File: config.mk
export PLATFORM = sky130hd
export DESIGN_NAME = afm_ctrl
export DESIGN_NICKNAME = d
export VERILOG_FILES = /design/src/rtl/core/afm_pkg.sv /design/src/rtl/core/afm_ctrl.sv
export SDC_FILE = /design/constraint.sdc
export NUM_CORES = 1
export LEC_CHECK = 0
export ABC_AREA = 1
export BUFFER_PORTS_ARGS = -buffer_cell sky130_fd_sc_hd__buf_2
export CORE_AREA = 2 2 39 41
export DETAILED_ROUTE_END_ITERATION = 10
export DIE_AREA = 0 0 41 43
export GPL_TIMING_DRIVEN = 1
export PLACE_DENSITY_LB_ADDON = 0.12
export SYNTH_ARGS = -nofsm -noshare
export SYNTH_HDL_FRONTEND = slang
export SYNTH_SLANG_ARGS = --single-unit
File: constraint.sdc
create_clock -name i_clk -period 1.63 [get_ports i_clk]
set_clock_uncertainty 0.2 [all_clocks]
set_input_delay 0.2445 -clock i_clk [delete_from_list [all_inputs] [get_ports i_clk]]
set_output_delay 0.2445 -clock i_clk [all_outputs]
set_load 0.01 [all_outputs]
File: src/rtl/core/afm_pkg.sv
package afm_pkg;

    localparam int SAMPLE_W = 16;
    localparam int CNT_W    = 32;
    localparam int SUM_W    = 31;
    localparam int MAG_W    = 16;
    localparam int CFG_IDX_W = 1;

    localparam logic [CFG_IDX_W-1:0] CFG_MIN_PEAK    = 1'd0;
    localparam logic [CFG_IDX_W-1:0] CFG_MAX_SAMPLES = 1'd1;

    localparam logic [MAG_W-1:0] MEAN_CAP = 16'd32768;

    typedef enum logic [2:0] {
        t_ST_IDLE,
        t_ST_READ,
        t_ST_SAMPLE,
        t_ST_DIV,
        t_ST_FRAME,
        t_ST_OUT
    } t_state;

    typedef struct packed {
        logic load;
        logic sample_go;
        logic report;
        logic div_start;
        logic frame_go;
    } t_cmd;

    typedef struct packed {
        logic is_cmd;
        logic is_last;
        logic div_done;
    } t_status;

    typedef struct packed {
        logic [CNT_W-1:0] seq_of_frame;
        logic [MAG_W-1:0] mean_magnitude;
        logic [MAG_W-1:0] peak_magnitude;
        logic             is_repeat;
        logic [CNT_W-1:0] repeat_run;
        logic [CNT_W-1:0] total_frames;
        logic [CNT_W-1:0] window_frames;
        logic [CNT_W-1:0] total_repeats;
        logic [CNT_W-1:0] window_repeats;
        logic [CNT_W-1:0] window_run_max;
        logic [MAG_W-1:0] window_mean_max;
        logic [MAG_W-1:0] window_peak_max;
    } t_result;

endpackage

File: src/rtl/core/afm_ctrl.sv
module afm_ctrl (
    input  logic             i_clk,
    input  logic             i_rst_n,
    input  logic             i_in_valid,
    input  logic             i_out_free,
    input  afm_pkg::t_status i_status,
    output logic             o_in_ready,
    output logic             o_out_load,
    output afm_pkg::t_cmd    o_cmd
);
    import afm_pkg::*;

    t_state r_state, n_state;

    always_ff @(posedge i_clk) begin
        if (!i_rst_n) begin
            r_state <= t_ST_IDLE;
        end else begin
            r_state <= n_state;
        end
    end

    always_comb begin
        n_state    = r_state;
        o_in_ready = 1'b0;
        o_out_load = 1'b0;
        o_cmd      = '0;
        case (r_state)
            t_ST_IDLE: begin
                o_in_ready = 1'b1;
                if (i_in_valid) begin
                    o_cmd.load = 1'b1;
                    n_state    = t_ST_READ;
                end
            end
            t_ST_READ: begin
                if (i_status.is_cmd) begin
                    n_state = t_ST_OUT;
                end else begin
                    n_state = t_ST_SAMPLE;
                end
            end
            t_ST_SAMPLE: begin
                o_cmd.sample_go = 1'b1;
                if (i_status.is_last) begin
                    o_cmd.div_start = 1'b1;
                    n_state         = t_ST_DIV;
                end else begin
                    n_state = t_ST_IDLE;
                end
            end
            t_ST_DIV: begin
                if (i_status.div_done) begin
                    n_state = t_ST_FRAME;
                end
            end
            t_ST_FRAME: begin
                o_cmd.frame_go = 1'b1;
                n_state        = t_ST_OUT;
            end
            t_ST_OUT: begin
                if (i_out_free) begin
                    o_out_load   = 1'b1;
                    o_cmd.report = i_status.is_cmd;
                    n_state      = t_ST_IDLE;
                end
            end
            default: n_state = t_ST_IDLE;
        endcase
    end

endmodule

# After elaboration in Yosys (flattened, before gate mapping)
# Cells that the tools add are included.
# W data, S select, Z words.
[totals] register_bits=3 inputBits=7 output_inout_bits=7 word_cells=28
[classes] eq_ne=8 muxes=17 n_reduce_logical=2
[op_table] operator="$pmux W3 S6" count=1
[op_table] operator="$mux W3" count=4
[op_table] operator="$mux W1" count=11
[op_table] operator="$eq A3 B2 Y1 const B" count=2
[op_table] operator="$eq A3 B3 Y1 const B" count=2
[op_table] operator="$ne A2 B2 Y1 const B" count=3
[op_table] operator="$eq A3 B1 Y1 const B" count=1
[op_table] operator="$logic_not A3 Y1" count=1
[op_table] operator="$reduce_and A3 Y1" count=1
[op_table] operator="$mux W2" count=1

# Depth between registers and ports, before layout
[logic_depth] ltp_word=3 ltp_mapped=7

# Least setup slack after synthesis
# Ideal clock, no wire load.
[synth_timing] kind="reg2out" from="register r_state[0]" to="output port o_cmd[4] (netlist name)" arrival_ns=0.863 required_time_ns=1.185 slack_ns=0.322 path_stages_with_launch=5 path_buffers=1 path_cell_list="dfxtp_1 -> buf_6 -> nor2_2 -> inv_2 -> nor3_1"
[synth_lines] item="from (decl)" line_no="afm_ctrl.sv:13" text="t_state r_state, n_state;"
[synth_lines] item="from (signal assigned)" line_no="afm_ctrl.sv:17" text="r_state <= t_ST_IDLE;"
[synth_lines] item="from (signal assigned)" line_no="afm_ctrl.sv:19" text="r_state <= n_state;"
[synth_lines] item="to (decl)" line_no="afm_ctrl.sv:9" text="output afm_pkg::t_cmd o_cmd"

==> impl_metrics.ini <==
[route]
wl_um = 616
routedWlPerCell_um = 8.11
drt_iter0_drc = 0
num_vias = 307
dr.pass1.iters = 1
drt-vias-per-instance = 4.04
drt_drc_violations_left = 0
drtAntennaViolNets = 0

[critical_path]
crit_buf_inv = 2
critPathMaxStageDelay_ns = 0.36
cp-end-kind = output port
r2r_slack_ns = 0.44
crit_path_top_delay_cell = dfxtp_2
path_class = register to output port
crit_path_cell_trace = nor2_2 > inv_2 > nor3_1 > buf_2
cp.arrival_ns = 1.10
critPathLaunchType = register
critPathRequiredTime_ns = 1.19
cp_top_family = flip-flops
worstPathMaxFanout = 8

[finish]
antenna_cells = 0
layout-drive-gt1-share = 0.417
largestRegisters = r_state: 3 flops
syn_to_final_growth_pct = 33.3
stdcell_count = 76
largest_reg_flops = 3
regMostFlops = r_state
final_util = 0.268
fill_cells = 178
final_nets = 68

[clock_tree]
cts_buffers = 3
htreeDepth = 1
worstSkewPairLatency_ns = 0.23
cts.reportedPaths.clkPinSlew_ns = 0.04
clkSinkCount = 3
clk_path_buf_depth = 2
cts_setup_buffers = 0
ctsResizeCount = 0
cts_hold_buf = 0
cts_tree = built
cts-root-buf = clkbuf_4

[floorplanning]
rows = 14
core_area_sq_um = 1380
io_pins = 14
die_area_sq_um = 1760
start_util = 0.201
die_y_um = 43
die_w_um = 41

[logic_synthesis]
postSynthCellCount = 45
syn_area_sq_um = 278
synthDistinctLibCells = 15
seq_area_frac_synth = 0.216
syn_area_per_cell_sq_um = 6.17
synth-seq-cells = 3
synth.yosys.warnings = 0
synth_nets = 52

[outcome]
status = finished clean

[global_route]
grt_pass1_vias = 281
grt_start_max_net_pins = 9
grt_pass1_wl_um = 986
grt.total_usage = 0.0883
overflow = 0
antenna_found_initial = 0

[timing]
fin_setup_tns_ns = 0
hold_viol = 0
rsz0062_at_grt = no
fin_crit_sh = 0.945
period_needed_ns = 1.54
slew_viol_final = 0
setup_viol = 0
fmax_mhz = 649
relSlewSlack = 0.881
worstMarginPinSlew_ns = 0.177

[flow_run]
drv_cap = 0

[place]
dp_hpwl_um = 525
place_congestion = 0.681
place_inst = 72
io_buffers = 13

[power_and_ir_drop]
leakage_nw = 0.233
powerDensity_nw_per_um2 = 900
peakVddDrop_mv = 0.273

[hold_path]
hp-class = input pin to register
==> cells by family after synthesis <==
| logic type | after synthesis | synth area share |
|---|---|---|
| AND/OR/NAND/NOR | 27 | 0.500 |
| flip-flops | 3 | 0.216 |
| AO/OA/AOI/OAI | 2 | 0.0541 |
| buffers and inverters | 13 | 0.230 |
==> final timing paths <==
path                                 from                 endpoint  cells after the start
setup / recovery  r_state[0]$_SDFFE_PN0P_                 o_cmd[4]                      4
hold / removal                    i_rst_n  r_state[1]$_SDFFE_PN0P_                      3
setup reg to reg  r_state[2]$_SDFFE_PN0P_  r_state[2]$_SDFFE_PN0P_                      5
hold reg to reg   r_state[1]$_SDFFE_PN0P_  r_state[0]$_SDFFE_PN0P_                      4
==> layer usage <==
metal | global-route usage | wire length, um | vias up
met3 | 0.0471 | 49 | 0
li1 | - | - | 170
met4 | 0.0800 | 0 | 0
met2 | 0.128 | 316 | 8
met1 | 0.0833 | 250 | 129
met5 | 0 | 0 | -
==> synth_stat cells <==
cell type,n,area share
nand3_1,4,0.072
buf_6,2,0.081
dfxtp_1,3,0.22
nand2_2,1,0.023
nand4_1,3,0.068
nand2_1,8,0.11
nand3_2,1,0.036
nor2_2,1,0.023
nor2_1,7,0.095
o21bai_1,1,0.027
inv_2,2,0.027
nor3_1,1,0.018
o211ai_1,1,0.027
inv_1,9,0.12
nor3_4,1,0.059
==> cell type report <==
class / count / area, sq um / area share
flip-flops and latches: 3 / 63.8 / 0.172
multi-input cells: 29 / 154 / 0.416
repair buffers: 13 / 65.1 / 0.176
well taps: 16 / 20.0 / 0.0541
inverters: 11 / 41.3 / 0.111
clock buffers: 4 / 26.3 / 0.0709
==> report_power, final <==
| part | internal (mW) | switching, mW | total, mW |
|---|---|---|---|
| clock | 0.0917 | 0.0374 | 0.129 |
| sequential | 0.0847 | 0.0192 | 0.104 |
| combinational | 0.0427 | 0.0577 | 0.100 |
| total | 0.219 | 0.114 | 0.333 |
==> worst register-to-register path, stage by stage, from the launching register on <==
cell	delay, ns
dfxtp_2	0.40
inv_1	0.12
nand4_1	0.11
nand3_1	0.08
o21bai_1	0.13
nor2_1	0.05
==> layout by cell type (no fill, tap or decap) <==
master | netlist | routed
nand3_2 | 1 | 1
o21bai_1 | 1 | 1
dfxtp_2 | 0 | 3
clkbuf_4 | 0 | 3
nand3_1 | 4 | 4
buf_2 | 0 | 13
nor2_2 | 1 | 1
nor3_1 | 1 | 1
nand2_2 | 1 | 1
nand2_1 | 8 | 8
nand4_1 | 3 | 3
clkbuf_1 | 0 | 1
o211ai_1 | 1 | 1
nor2_1 | 7 | 7
nor3_4 | 1 | 1
inv_1 | 9 | 9
inv_2 | 2 | 2
==> metrics by stage <==
step,hold WS (ns),setup WS (ns),power [mW],area (sq um)
3_3_place_gp,0.271,0.245,0.206,340
3_5_place_dp,0.272,0.283,0.204,340
6_report,0.0308,0.0889,0.333,370
4_1_cts,0.0290,0.0264,0.339,367
5_1_grt,0.0306,0.0282,0.360,370
2_1_floorplan,0.142,0.322,0.183,278
No activity file was read; power rests on OpenSTA's default activity.
